### config.mk
export PLATFORM = sky130hd
export DESIGN_NAME = ptm_cell
export DESIGN_NICKNAME = d
export VERILOG_FILES = /design/src/rtl/core/ptm_pkg.sv /design/src/rtl/core/ptm_cell.sv
export SDC_FILE = /design/constraint.sdc
export NUM_CORES = 1
export LEC_CHECK = 0
export BUFFER_PORTS_ARGS = -buffer_cell sky130_fd_sc_hd__clkbuf_2
export CAP_MARGIN = 20
export CORE_MARGIN = 5
export CORE_UTILIZATION = 40
export CTS_CLUSTER_SIZE = 25
export DETAILED_ROUTE_END_ITERATION = 10
export HOLD_SLACK_MARGIN = 0.03
export PLACE_DENSITY = 0.63
export SLEW_MARGIN = 20
export SYNTH_ARGS = -nofsm -noshare
export SYNTH_HDL_FRONTEND = slang
export SYNTH_SLANG_ARGS = --single-unit
### constraint.sdc
create_clock -name clk -period 4.4 [get_ports clk]
set_clock_uncertainty 0.2 [all_clocks]
set_input_delay 0.44 -clock clk [delete_from_list [all_inputs] [get_ports clk]]
set_output_delay 0.44 -clock clk [all_outputs]
set_load 0.005 [all_outputs]
### src/rtl/core/ptm_pkg.sv
// ----------------------------------------------------------------------------
// ptm_pkg
// Shared types and constants for the peak track matcher.
// ----------------------------------------------------------------------------
package ptm_pkg;

	localparam int MAX_PEAKS_DEF  = 64;
	localparam int TRACK_BITS_DEF = 16;

	localparam logic OP_PEAK  = 1'b0;
	localparam logic OP_EMPTY = 1'b1;

	typedef struct packed {
		logic        operation;
		logic [15:0] track_number;
		logic        last_in_frame;
	} ptm_peak_t;

	typedef struct packed {
		logic [5:0] prev_position;
		logic       found;
		logic       overflow;
	} ptm_match_t;

	typedef struct packed {
		logic valid;
		logic last;
		logic wr_en;
		logic found;
	} ptm_ctl_t;

endpackage

### src/rtl/core/ptm_cell.sv
// ----------------------------------------------------------------------------
// ptm_cell
// One slot of the track chain: holds one current and one previous track,
// matches the passing peak and hands it on to the next slot.
// ----------------------------------------------------------------------------
module ptm_cell #(
	parameter int CELL_IDX   = 0,
	parameter int IDX_W      = 6,
	parameter int CNT_W      = 7,
	parameter int TRACK_BITS = 16
) (
	input  logic                   clk,
	input  logic                   arst_n,
	input  logic                   advance,
	input  ptm_pkg::ptm_ctl_t      prior_ctl,
	input  logic [TRACK_BITS-1:0]  prior_track,
	input  logic [IDX_W-1:0]       prior_wr_idx,
	input  logic [CNT_W-1:0]       prior_prev_cnt,
	input  logic [IDX_W-1:0]       prior_pos,
	output ptm_pkg::ptm_ctl_t      next_ctl,
	output logic [TRACK_BITS-1:0]  next_track,
	output logic [IDX_W-1:0]       next_wr_idx,
	output logic [CNT_W-1:0]       next_prev_cnt,
	output logic [IDX_W-1:0]       next_pos
);
	import ptm_pkg::*;

	logic [TRACK_BITS-1:0] cur_q;
	logic [TRACK_BITS-1:0] prev_q;
	logic [TRACK_BITS-1:0] cur_nxt;
	logic                  hit;
	logic                  wr;
	ptm_ctl_t              ctl_nxt;
	ptm_ctl_t              ctl_q;
	logic [TRACK_BITS-1:0] track_q;
	logic [IDX_W-1:0]      wr_idx_q;
	logic [CNT_W-1:0]      prev_cnt_q;
	logic [IDX_W-1:0]      pos_q;

	always_comb begin
		hit = prior_ctl.valid && !prior_ctl.found &&
			(CNT_W'(CELL_IDX) < prior_prev_cnt) && (prev_q == prior_track);
		wr = prior_ctl.valid && prior_ctl.wr_en && (prior_wr_idx == IDX_W'(CELL_IDX));
		cur_nxt = wr ? prior_track : cur_q;
		ctl_nxt = prior_ctl;
		ctl_nxt.found = prior_ctl.found | hit;
	end

	always_ff @(posedge clk) begin
		if (advance) begin
			cur_q <= cur_nxt;
			if (prior_ctl.valid && prior_ctl.last) begin
				prev_q <= cur_nxt;
			end
			track_q    <= prior_track;
			wr_idx_q   <= prior_wr_idx;
			prev_cnt_q <= prior_prev_cnt;
			pos_q      <= hit ? IDX_W'(CELL_IDX) : prior_pos;
		end
	end

	always_ff @(posedge clk or negedge arst_n) begin
		if (!arst_n) begin
			ctl_q <= '0;
		end else if (advance) begin
			ctl_q <= ctl_nxt;
		end
	end

	assign next_ctl      = ctl_q;
	assign next_track    = track_q;
	assign next_wr_idx   = wr_idx_q;
	assign next_prev_cnt = prev_cnt_q;
	assign next_pos      = pos_q;

endmodule

==> summary.md, run 1 <==
| Metric | Value |
|---|---|
| Arrival time at the worst endpoint | `2.08 ns` |
| Syn-to-layout area delta | `25.4%` |
| Avg Cell Area, Syn | `21.0 sq um` |
| Worst-skew pair later-pin latency | `~0.33 ns` |
| CTS Buffer Depth | `2` |
| Run status | `completed` |
| Number of global-route vias before repair | `1495` |
| H-tree Lvls | `3` |
| Initial Util | `41.8%` |
| First drt pass iteration count | `3` |
| Sequential cell area fraction in the yosys report | `78.7%` |
| Post-synthesis sequential element count | `71` |
| Worst-case hold path end point | `next_prev_cnt[4]` |
| Start point of the critical path | `advance` |
| Total internal power | `1.10 mW` |
| Post-Syn Area | `around 2700 sq um` |
| Number of cells traversed by the worst register-to-register path | `4` |
| Final worst path period share | `46.7%` |
| Critical hold path startpoint | `prior_prev_cnt[4]` |
| Slowest library cell on the worst path | `sky130_fd_sc_hd__clkbuf_2` |
| NetSw | `287 uW` |
| Unrepaired setup endpoints after global routing | `false` |
| Worst-path maximum fanout | `29` |
| Number of antenna repair diodes | `0` |
| Nature of the critical path startpoint | `primary input` |
| Routed length per placed instance | `16.2 um` |
| Total setup buffers inserted after CTS | `0` |
| Total overflow reported by the global router | `0` |
| Gate count after technology mapping | `between 100 and 150` |
| Gr usage total | `about an eighth` |
| First-pass GRT wire length | `approximately 7.4 mm` |
| Crit path kind | `in -> reg` |
| Maximum clock frequency | `487 MHz` |
| Worst hold slack after final layout | `a little under 0.1 ns` |
| Slew headroom | `47.7%` |
| Post-route standard cell area excluding fillers | `approximately 3400 sq um` |
| Max-cap violations | `0` |
| WP data required | `4.43 ns` |
| Detailed-route DRC error count | `0` |
| Slew at the pin closest to its max-slew limit | `0.779 ns` |
| Floorplan core area | `6420 sq um` |
| Sinks on the clock net | `71` |
| Clock tree from TritonCTS | `yes` |
| Power Density | `411 nW/um^2` |
| Largest net degree at the start of global routing | `30` |
| Vertical extent of the die | `91.9 um` |
| Slowest Stage Delay on Critical Path | `roughly 0.56 ns` |
| Total I/O pin count | `approximately 80` |
| Cell-by-cell trace of the critical path | `clkbuf_2 > buf_4 > mux2_2 > a31o_2` |
| Yosys cell types | `19` |
| Clock root buffer master | `sky130_fd_sc_hd__clkbuf_8` |
| Final count of hold timing violations | `0` |
| Setup TNS | `0 ns` |
| Syn. warnings | `0` |
| Post_cts resized | `0` |
| Initial antenna violation count | `0` |
| Final routed wirelength across all metal layers | `roughly 5 mm` |
| Total number of nets in the final design | `approximately 260` |
| Proportion of power drawn by the clock network | `34.9%` |
| Net Sw Frac | `slightly above 20%` |
| Setup violators final | `0` |
| End of the worst register-to-register path | `next_pos[0]` |
| Area post-placement | `3180 sq um` |
| Floorplan die width | `91.9 um` |
| Number of cells on the worst hold path | `1` |
| Starting DRC count in detailed routing | `57` |
| Part of the total power dissipated in combinational logic | `~7.6%` |
| Clock Pin Slew Worst Setup and Hold Paths | `around 0.070 ns` |
| Reg2reg setup slack | `2.39 ns` |
| Number of vias after detailed routing | `1451` |
| GP Congestion | `0.669` |
| Max IR drop VDD | `0.177 mV` |
| Final antenna-violating net count | `0` |
| Class of the tightest hold or removal check | `in -> reg` |
| Portion of total power attributed to sequential cells | `57.5%` |
| Synthesized Nets | `170` |
| FP Rows | `29` |
| Minimum clock period after layout | `2.05 ns` |
| Via/cell ratio | `roughly 4.8` |
| Static power due to leakage | `1.34 nW` |
| Hold Buf Count CTS | `1` |
| Type of element capturing the critical path | `flop` |
| FF-to-FF Start | `prev_q[2]` |
| Overall die area | `8450 sq um` |
| Share of cells above drive strength 1 | `52.4%` |
| Clock buffers created by TritonCTS | `9` |
| Number of max-slew violations in the final report | `0` |
| Port-buffer cells | `80` |
## how the worst max path moves through the flow
stage | endpoint | slack, ns | cells after the start
after CTS | next_ctl[0] | 2.34 | 4
after global placement | next_ctl[0] | 2.00 | 4
after floorplan | cur_q[10] | 2.49 | 4
after global routing | next_ctl[0] | 2.24 | 4
after detailed placement | next_ctl[0] | 1.97 | 4
final | next_ctl[0] | 2.35 | 4
## state kept, by name, indices dropped and copies added (netlist names)
signal and cells:
cur_q 16, next_ctl 4, next_pos 6, next_prev_cnt 7
next_track 16, next_wr_idx 6, prev_q 16
## power groups by stage
stage          Clock [mW]  Combinational [mW]  Sequential, mW
5_1_grt             0.524               0.115           0.799
4_1_cts             0.500               0.108           0.796
6_report            0.482               0.105           0.796
3_5_place_dp            0               0.106           0.811
3_3_place_gp            0               0.105           0.810
2_1_floorplan           0              0.0296           0.814
## layer usage
layer  routed length, um  global-route usage (%)
met5                   0                       0
met4                 119                    8.17
met3                 289                    3.19
met2                2450                    19.3
met1                2030                    13.5
## stage by stage
stage / cells / utilization [%] / power, mW / setup slack [ns]
2_1_floorplan: 128 / - / 0.844 / 2.49
6_report: 302 / 52.4 / 1.38 / 2.35
3_3_place_gp: 285 / 49.5 / 0.915 / 2.00
4_1_cts: 302 / 52.4 / 1.40 / 2.34
5_1_grt: 302 / 52.4 / 1.44 / 2.24
3_5_place_dp: 285 / 49.5 / 0.917 / 1.97
## critical path: cells and delay by family
| kind | cells | cell delay [ns] |
|---|---|---|
| AOI/OAI and AO/OA | 1 | 0.20 |
| muxes | 1 | 0.38 |
| buffers and inverters | 2 | 1.04 |
## cell usage after synthesis
library cell                 n  area, sq um
sky130_fd_sc_hd__edfxtp_1   67         2010
sky130_fd_sc_hd__mux2_2     10          113
sky130_fd_sc_hd__and3_1      1         6.26
sky130_fd_sc_hd__nand4_1     3         18.8
sky130_fd_sc_hd__buf_6       1         11.3
sky130_fd_sc_hd__nor2_1      1         3.75
sky130_fd_sc_hd__xor2_1      2         17.5
sky130_fd_sc_hd__nor4_1      1         6.26
sky130_fd_sc_hd__dfrtp_1     4          100
sky130_fd_sc_hd__nor3_1      2         10.0
sky130_fd_sc_hd__nor4_2      1         12.5
sky130_fd_sc_hd__nand4_4     1         21.3
sky130_fd_sc_hd__xnor2_1    14          123
sky130_fd_sc_hd__a21boi_0    6         45.0
sky130_fd_sc_hd__a31o_2      1         8.76
sky130_fd_sc_hd__a2111oi_2   1         15.0
sky130_fd_sc_hd__mux2_4     10          150
sky130_fd_sc_hd__nor2b_1     1         6.26
sky130_fd_sc_hd__nand3_1     1         5.00
## cell type report
type,instances,area [sq um]
well taps,77,96.3
flip-flops and latches,71,2110
fillers,531,3050
clock inverters,5,48.8
repair buffers,82,418
multi-input cells,56,562
clock buffers,11,131
## layout by cell type, fill, tap and decap left out
master	netlist	routed
sky130_fd_sc_hd__nor2b_1	1	1
sky130_fd_sc_hd__and3_1	1	1
sky130_fd_sc_hd__a2111oi_2	1	1
sky130_fd_sc_hd__mux2_4	10	10
sky130_fd_sc_hd__nand3_1	1	1
sky130_fd_sc_hd__a31o_2	1	1
sky130_fd_sc_hd__dlygate4sd3_1	0	1
sky130_fd_sc_hd__buf_4	0	1
sky130_fd_sc_hd__mux2_2	10	10
sky130_fd_sc_hd__nand4_1	3	3
sky130_fd_sc_hd__nand4_4	1	1
sky130_fd_sc_hd__xor2_1	2	2
sky130_fd_sc_hd__clkbuf_8	0	9
sky130_fd_sc_hd__clkinv_2	0	3
sky130_fd_sc_hd__bufinv_16	0	1
sky130_fd_sc_hd__dfrtp_1	4	4
sky130_fd_sc_hd__nor3_1	2	2
sky130_fd_sc_hd__clkbuf_2	0	80
sky130_fd_sc_hd__a21boi_0	6	6
sky130_fd_sc_hd__clkinv_1	0	1
sky130_fd_sc_hd__nor2_1	1	1
sky130_fd_sc_hd__edfxtp_1	67	67
sky130_fd_sc_hd__clkbuf_1	0	2
sky130_fd_sc_hd__nor4_1	1	1
sky130_fd_sc_hd__xnor2_1	14	14
sky130_fd_sc_hd__nor4_2	1	1
## cell families (layout without fill, tap and decap cells)
logic type | Yosys count | after routing | share of synthesized area (%)
xor+xnor | 16 | 16 | 5.22
mux | 20 | 20 | 9.79
flops | 71 | 71 | 78.7
buf+inv | 1 | 98 | 0.419
compound gates | 8 | 8 | 2.56
simple gates | 12 | 12 | 3.36
Power figures use the tool's default switching activity.
==> run 2, diff against run 1 <==
--- a/config.mk
+++ b/config.mk
@@ -12,7 +12,7 @@
 export CTS_CLUSTER_SIZE = 25
 export DETAILED_ROUTE_END_ITERATION = 10
 export HOLD_SLACK_MARGIN = 0.03
-export PLACE_DENSITY = 0.63
+export PLACE_DENSITY = 0.65
 export SLEW_MARGIN = 20
 export SYNTH_ARGS = -nofsm -noshare
 export SYNTH_HDL_FRONTEND = slang
==> constraint.sdc (replaced) <==
create_clock -name clk -period 1.7 [get_ports clk]
set_clock_uncertainty 0.2 [all_clocks]
set_input_delay 0.17 -clock clk [delete_from_list [all_inputs] [get_ports clk]]
set_output_delay 0.17 -clock clk [all_outputs]
set_load 0.005 [all_outputs]
==> run 2 against run 1 <==
Effect of this change: sequential power grew to 2.6 times the previous value; setup slack lost 2.3 ns; via count grew 15%; largest power group unchanged.
==> summary.md, run 2 (synthesis gave the netlist of run 1 again) <==
| Metric | Value |
|---|---|
| Initial antenna violation count | `0 (unchanged)` |
| Slew at the pin closest to its max-slew limit | `0.407 ns (-0.372 ns)` |
| Post-route standard cell area excluding fillers | `3900 sq um (+16%)` |
| Met3 usage in global routing | `3.85% (+0.65 points)` |
| Maximum clock frequency | `roughly 590 MHz` |
| Floorplan die width | `91.9 um (unchanged)` |
| Clock tree from TritonCTS | `yes` |
| Met2 routing resource usage after global routing | `23.5% (+4.1 points)` |
| Minimum clock period after layout | `1.68 ns` |
| Slew headroom | `72.9% (+25 points)` |
| Crit path kind | `reg -> reg` |
| Class of the tightest hold or removal check | `in -> reg` |
| Clock root buffer master | `sky130_fd_sc_hd__clkbuf_8` |
| Net Sw Frac | `20.6% (-0.16 points)` |
| Number of cells traversed by the worst register-to-register path | `5 (+1)` |
| Final count of hold timing violations | `0 (unchanged)` |
| Gr usage total | `13.2% (+1.4 points)` |
| Number of max-slew violations in the final report | `0 (unchanged)` |
| Final worst path period share | `98.9%` |
| Final antenna-violating net count | `0 (unchanged)` |
| Share of cells above drive strength 1 | `47.3% (-5.2 points)` |
| Run status | `completed` |
| Largest net degree at the start of global routing | `31 (+3.3%)` |
| Starting DRC count in detailed routing | `87 (+53%)` |
| Clock buffers created by TritonCTS | `9 (unchanged)` |
| Via/cell ratio | `4.76 (-0.87%)` |
| Setup violators final | `0 (unchanged)` |
| Max IR drop VDD | `0.468 mV (+160%)` |
| Vertical extent of the die | `91.9 um (unchanged)` |
| Initial Util | `41.8% (unchanged)` |
| Total number of nets in the final design | `311 (+19%)` |
| Power Density | `936 nW/um^2 (+130%)` |
| Port-buffer cells | `80 (unchanged)` |
| Final routed wirelength across all metal layers | `5.46 mm (+12%)` |
| Most utilized layer in the global route result | `met2` |
| WP data required | `1.57 ns (-2.86 ns)` |
| Number of global-route vias before repair | `1771 (+18%)` |
| Floorplan core area | `6420 sq um (unchanged)` |
| GR met1 Demand/Resource | `15.2% (+1.7 points)` |
| Half-perimeter wire length of the detailed placement result | `3.55 mm` |
| Syn-to-layout area delta | `45.3%` |
| Most common library cell in the layout ignoring fill and taps | `sky130_fd_sc_hd__clkbuf_2` |
| FP Rows | `29 (unchanged)` |
| Area post-placement | `3240 sq um (+2.0%)` |
| Total overflow reported by the global router | `0 (unchanged)` |
| NetSw | `753 uW (+160%)` |
| First-pass GRT wire length | `8.69 mm (+17%)` |
| Setup TNS | `0 ns (unchanged)` |
| Type of element capturing the critical path | `flop` |
| Routed length per placed instance | `15.6 um (-3.6%)` |
| Commonest cells after routing, fill and taps aside | `sky130_fd_sc_hd__clkbuf_2, sky130_fd_sc_hd__edfxtp_1, sky130_fd_sc_hd__dlygate4sd3_1` |
| Proportion of power drawn by the clock network | `33.6% (-1.3 points)` |
| Number of vias after detailed routing | `1667 (+15%)` |
| Nature of the critical path startpoint | `flop` |
| Total I/O pin count | `81 (unchanged)` |
| Portion of total power attributed to sequential cells | `56.4% (-1.1 points)` |
| Max-cap violations | `0 (unchanged)` |
| Number of antenna repair diodes | `0 (unchanged)` |
| Number of cells on the worst hold path | `2 (+1)` |
| H-tree Lvls | `3 (unchanged)` |
| Detailed-route DRC error count | `0 (unchanged)` |
| Final Non-Filler Cells | `350 (+16%)` |
| Unrepaired setup endpoints after global routing | `true` |
| Clock Pin Slew Worst Setup and Hold Paths | `0.07 ns (about the same)` |
| Part of the total power dissipated in combinational logic | `9.9% (+2.3 points)` |
| Static power due to leakage | `1.58 nW (+18%)` |
| Worst-path maximum fanout | `7 (-76%)` |
| Inst Count DP | `292 (+2.5%)` |
| CTS Buffer Depth | `2 (unchanged)` |
| Arrival time at the worst endpoint | `1.56 ns (-0.52 ns)` |
| GP Congestion | `0.661 (-1.3%)` |
| Worst-skew pair later-pin latency | `0.32 ns (about the same)` |
| Filler cell count | `489 (-7.9%)` |
| Total internal power | `2.90 mW (+160%)` |
| Sinks on the clock net | `71 (unchanged)` |
| First drt pass iteration count | `4 (+1)` |
| Overall die area | `8450 sq um (unchanged)` |
## run 2: per-layer routing
| metal | vias up | wire length, um |
|---|---|---|
| met5 | - | 0 |
| met4 | 0 | 38 |
| met3 | 3 | 364 |
| met2 | 56 | 2730 |
| met1 | 819 | 2330 |
| li1 | 789 | - |
## run 2: power groups by stage
| stage | Clock [mW] | Combinational, mW | Sequential, mW |
|---|---|---|---|
| finish | 1.23 | 0.362 | 2.06 |
| global route | 1.34 | 0.396 | 2.07 |
| CTS | 1.26 | 0.360 | 2.06 |
| detailed placement | 0 | 0.284 | 2.10 |
| global placement | 0 | 0.280 | 2.10 |
| floorplan | 0 | 0.0766 | 2.11 |
## run 2: final timing paths
check,startpoint,end,slack [ns]
hold reg to reg,next_ctl[3],next_ctl[3],0.31
max in group asynchronous,arst_n,next_ctl[1],0.57
setup / recovery,prev_q[14],next_pos[2],0.02
setup reg to reg,prev_q[14],next_pos[2],0.02
hold / removal,prior_track[14],cur_q[14],0.04
min in group asynchronous,arst_n,next_ctl[2],0.55
## run 2: metrics by stage
stage / util (%) / worst slack, ns / hold slack, ns / power (mW)
CTS: 59.7 / -0.0204 / -0.135 / 3.68
finish: 60.8 / 0.0188 / 0.0408 / 3.65
detailed placement: 50.5 / -0.0341 / -0.216 / 2.38
global placement: 50.5 / -0.00477 / -0.213 / 2.38
floorplan: - / 0.0582 / -0.326 / 2.18
global route: 60.8 / -0.0610 / 0.0375 / 3.81
## run 2: timing repair
| item | 4_1_cts | 5_1_grt |
|---|---|---|
| gates resized for setup | 4 | 8 |
| gates cloned | 0 | 1 |
| hold endpoints to repair | 73 | 2 |
| hold buffers | 41 | 2 |
| endpoints found under the setup margin | 6 | 18 |
| buffers inserted | 0 | 1 |
## run 2: area by class of cell
cell class              count  area [sq um]  area share, %
flip-flops and latches     71          2110           54.1
repair buffers            131           925           23.7
multi-input cells          56           592           15.2
clock buffers              10           128           3.27
well taps                  77          96.3           2.47
clock inverters             5          50.0           1.28
## run 2: critical path: stages, from the launching register on
cell	delay (ns)
sky130_fd_sc_hd__edfxtp_1	0.41
sky130_fd_sc_hd__xnor2_2	0.16
sky130_fd_sc_hd__nand4_1	0.14
sky130_fd_sc_hd__a2111oi_2	0.24
sky130_fd_sc_hd__buf_4	0.21
sky130_fd_sc_hd__a21boi_1	0.07
==> run 3, diff against run 2 <==
--- a/config.mk
+++ b/config.mk
@@ -5,14 +5,17 @@
 export SDC_FILE = /design/constraint.sdc
 export NUM_CORES = 1
 export LEC_CHECK = 0
+export ABC_CLOCK_PERIOD_IN_PS = 1700
 export BUFFER_PORTS_ARGS = -buffer_cell sky130_fd_sc_hd__clkbuf_2
 export CAP_MARGIN = 20
+export CELL_PAD_IN_SITES_DETAIL_PLACEMENT = 1
+export CELL_PAD_IN_SITES_GLOBAL_PLACEMENT = 2
 export CORE_MARGIN = 5
-export CORE_UTILIZATION = 40
+export CORE_UTILIZATION = 33
 export CTS_CLUSTER_SIZE = 25
 export DETAILED_ROUTE_END_ITERATION = 10
 export HOLD_SLACK_MARGIN = 0.03
-export PLACE_DENSITY = 0.65
+export PLACE_DENSITY = 0.73
 export SLEW_MARGIN = 20
 export SYNTH_ARGS = -nofsm -noshare
 export SYNTH_HDL_FRONTEND = slang
==> run 3 against run 2 <==
Effect of this change: count of clock-buffer cells in the layout stayed put; global-route usage is 0.95 points lower; via count is 0.66% lower; hold slack better by 0.075 ns; total power is 0.37% higher; core utilization is 12 points lower; register-to-register slack better by 0.04 ns; final cell count is 8.3% higher; final area is 0.96% higher; sequential power hardly changed; first-iteration DRC count is 11% lower; critical endpoint is now next_ctl[0].
==> summary.md, run 3 (synthesis gave the netlist of run 1 again) <==
| Metric | Value |
|---|---|
| Clock root buffer master | `sky130_fd_sc_hd__clkbuf_8` |
| Class of the tightest hold or removal check | `in -> reg` |
| Number of vias after detailed routing | `1656 (-0.66%)` |
| Clock buffers created by TritonCTS | `9 (unchanged)` |
| Worst-skew pair later-pin latency | `0.34 ns (+0.02 ns)` |
| Power after layout | `3.66 mW (+0.37%)` |
| Minimum clock period after layout | `1.69 ns (+0.0135 ns)` |
| Post-route standard cell area excluding fillers | `3940 sq um (+0.96%)` |
| Half-perimeter wire length of the detailed placement result | `3.87 mm (+9.2%)` |
| Final routed wirelength across all metal layers | `5.98 mm (+9.5%)` |
| Power Density | `930 nW/um^2 (-0.59%)` |
| Worst hold slack after final layout | `0.116 ns (+0.0751 ns)` |
| Static power due to leakage | `1.59 nW (+0.39%)` |
| Final core utilization | `48.9% (-12 points)` |
| First drt pass iteration count | `5 (+1)` |
| Floorplan core area | `8050 sq um (+25%)` |
| Run status | `completed` |
| Number of global-route vias before repair | `1851 (+4.5%)` |
| Via/cell ratio | `4.37 (-8.3%)` |
| Clock tree from TritonCTS | `yes` |
| Setup violators final | `0 (unchanged)` |
| Clock Pin Slew Worst Setup and Hold Paths | `0.07 ns (about the same)` |
| Detailed-route DRC error count | `0 (unchanged)` |
| Syn-to-layout area delta | `46.7%` |
| Overall die area | `10000 sq um (+19%)` |
| Vertical extent of the die | `100 um (+9.0%)` |
| Nature of the critical path startpoint | `primary input` |
| Total number of nets in the final design | `312 (+0.32%)` |
| Area post-placement | `3290 sq um (+1.5%)` |
| Filler cell count | `840 (+72%)` |
| Type of element capturing the critical path | `flop` |
| Sinks on the clock net | `71 (unchanged)` |
| Total I/O pin count | `81 (unchanged)` |
| Total overflow reported by the global router | `0 (unchanged)` |
| FP Rows | `33 (+14%)` |
| Max-cap violations | `0 (unchanged)` |
| WP data required | `1.73 ns (+0.16 ns)` |
| Most common library cell in the layout ignoring fill and taps | `sky130_fd_sc_hd__clkbuf_2` |
| Largest net degree at the start of global routing | `33 (+6.5%)` |
| Arrival time at the worst endpoint | `1.72 ns (+0.16 ns)` |
| First-pass GRT wire length | `9.26 mm (+6.5%)` |
| Final worst path period share | `99.7% (+0.79 points)` |
| Crit path kind | `in -> reg` |
| Sequential cell area | `2110 sq um (unchanged)` |
| Final antenna-violating net count | `0 (unchanged)` |
| Combined area of the multi-input logic cells | `574 sq um (-3.0%)` |
| Floorplan die width | `100 um (+9.0%)` |
| Critical path's most frequent cell | `sky130_fd_sc_hd__buf_4` |
| CTS Buffer Depth | `2 (unchanged)` |
| Commonest cells after routing, fill and taps aside | `sky130_fd_sc_hd__clkbuf_2, sky130_fd_sc_hd__edfxtp_1, sky130_fd_sc_hd__dlygate4sd3_1` |
| Share of cells above drive strength 1 | `46.7% (-0.54 points)` |
| Slowest library cell on the worst path | `sky130_fd_sc_hd__dlygate4sd3_1` |
| Gr usage total | `12.3% (-0.95 points)` |
| Cell-by-cell trace of the critical path | `dlygate4sd3_1 > clkbuf_2 > nor3_1 > a2111oi_2 > buf_4 > buf_4 > a31o_2` |
| GP Congestion | `0.651 (-1.5%)` |
| Number of antenna repair diodes | `0 (unchanged)` |
| Routed length per placed instance | `15.8 um (+1.2%)` |
| Unrepaired setup endpoints after global routing | `true` |
| Max IR drop VDD | `0.478 mV (+2.1%)` |
| Slowest Stage Delay on Critical Path | `0.55 ns (+0.14 ns)` |
| Final count of hold timing violations | `0 (unchanged)` |
| Reg2reg setup slack | `0.06 ns (+0.04 ns)` |
| H-tree Lvls | `3 (unchanged)` |
| Maximum clock frequency | `590 MHz (-0.80%)` |
| Worst-path maximum fanout | `7 (unchanged)` |
| Slew headroom | `75.4% (+2.5 points)` |
| Initial antenna violation count | `0 (unchanged)` |
| Port-buffer cells | `80 (unchanged)` |
| Slew at the pin closest to its max-slew limit | `0.366 ns (-0.0402 ns)` |
| Starting DRC count in detailed routing | `77 (-11%)` |
| Initial Util | `33.3% (-8.5 points)` |
| Number of max-slew violations in the final report | `0 (unchanged)` |
## run 3: worst paths after layout
path	depth (start not counted)	from	end
hold reg to reg	1	next_ctl[2]	next_ctl[2]
setup reg to reg	5	prev_q[10]	next_pos[1]
max in group asynchronous	3	arst_n	next_ctl[3]
hold / removal	3	advance	next_ctl[0]
min in group asynchronous	3	arst_n	next_ctl[1]
setup / recovery	7	prior_prev_cnt[5]	next_ctl[0]
## run 3: worst max-delay path: cells and delay by family
kind	cells	cell delay, ns
buffers and inverters	4	0.98
AOI/OAI and AO/OA	2	0.34
and+or+nand+nor	1	0.23
## run 3: cell type report
type | instances | share of cell area (%)
clock buffers | 10 | 3.24
clock inverters | 5 | 1.27
multi-input cells | 56 | 14.6
flip-flops and latches | 71 | 53.6
well taps | 105 | 3.33
repair buffers | 132 | 24.0
## run 3: report_power, final
group | internal [mW] | switching (mW)
clock network | 0.657 | 0.579
logic | 0.212 | 0.155
registers | 2.03 | 0.0299
## run 3: per-layer routing
metal / GRT usage, % / up-vias / wire length (um)
met1: 14.2 / 800 / 2460
met4: 4.35 / 0 / 51
met5: 0 / - / 0
met3: 4.17 / 6 / 377
met2: 21.2 / 59 / 3090
li1: - / 791 / -
## run 3: per-stage QoR
stage,worst slack [ns],TNS [ns],std cells
after CTS,0.00272,0,378
final,0.00536,0,379
after detailed placement,-0.0302,-0.612,320
after global routing,-0.0657,-0.415,379
after global placement,-0.0127,-0.244,320
after floorplan,0.0582,0,128
## run 3: what timing repair did
action	CTS	global route
hold buffers	42	0
setup buffers	1	0
hold endpoints to repair	73	0
cloned	0	1
pin swaps	0	0
resized for setup	2	8
setup endpoints to repair	4	11
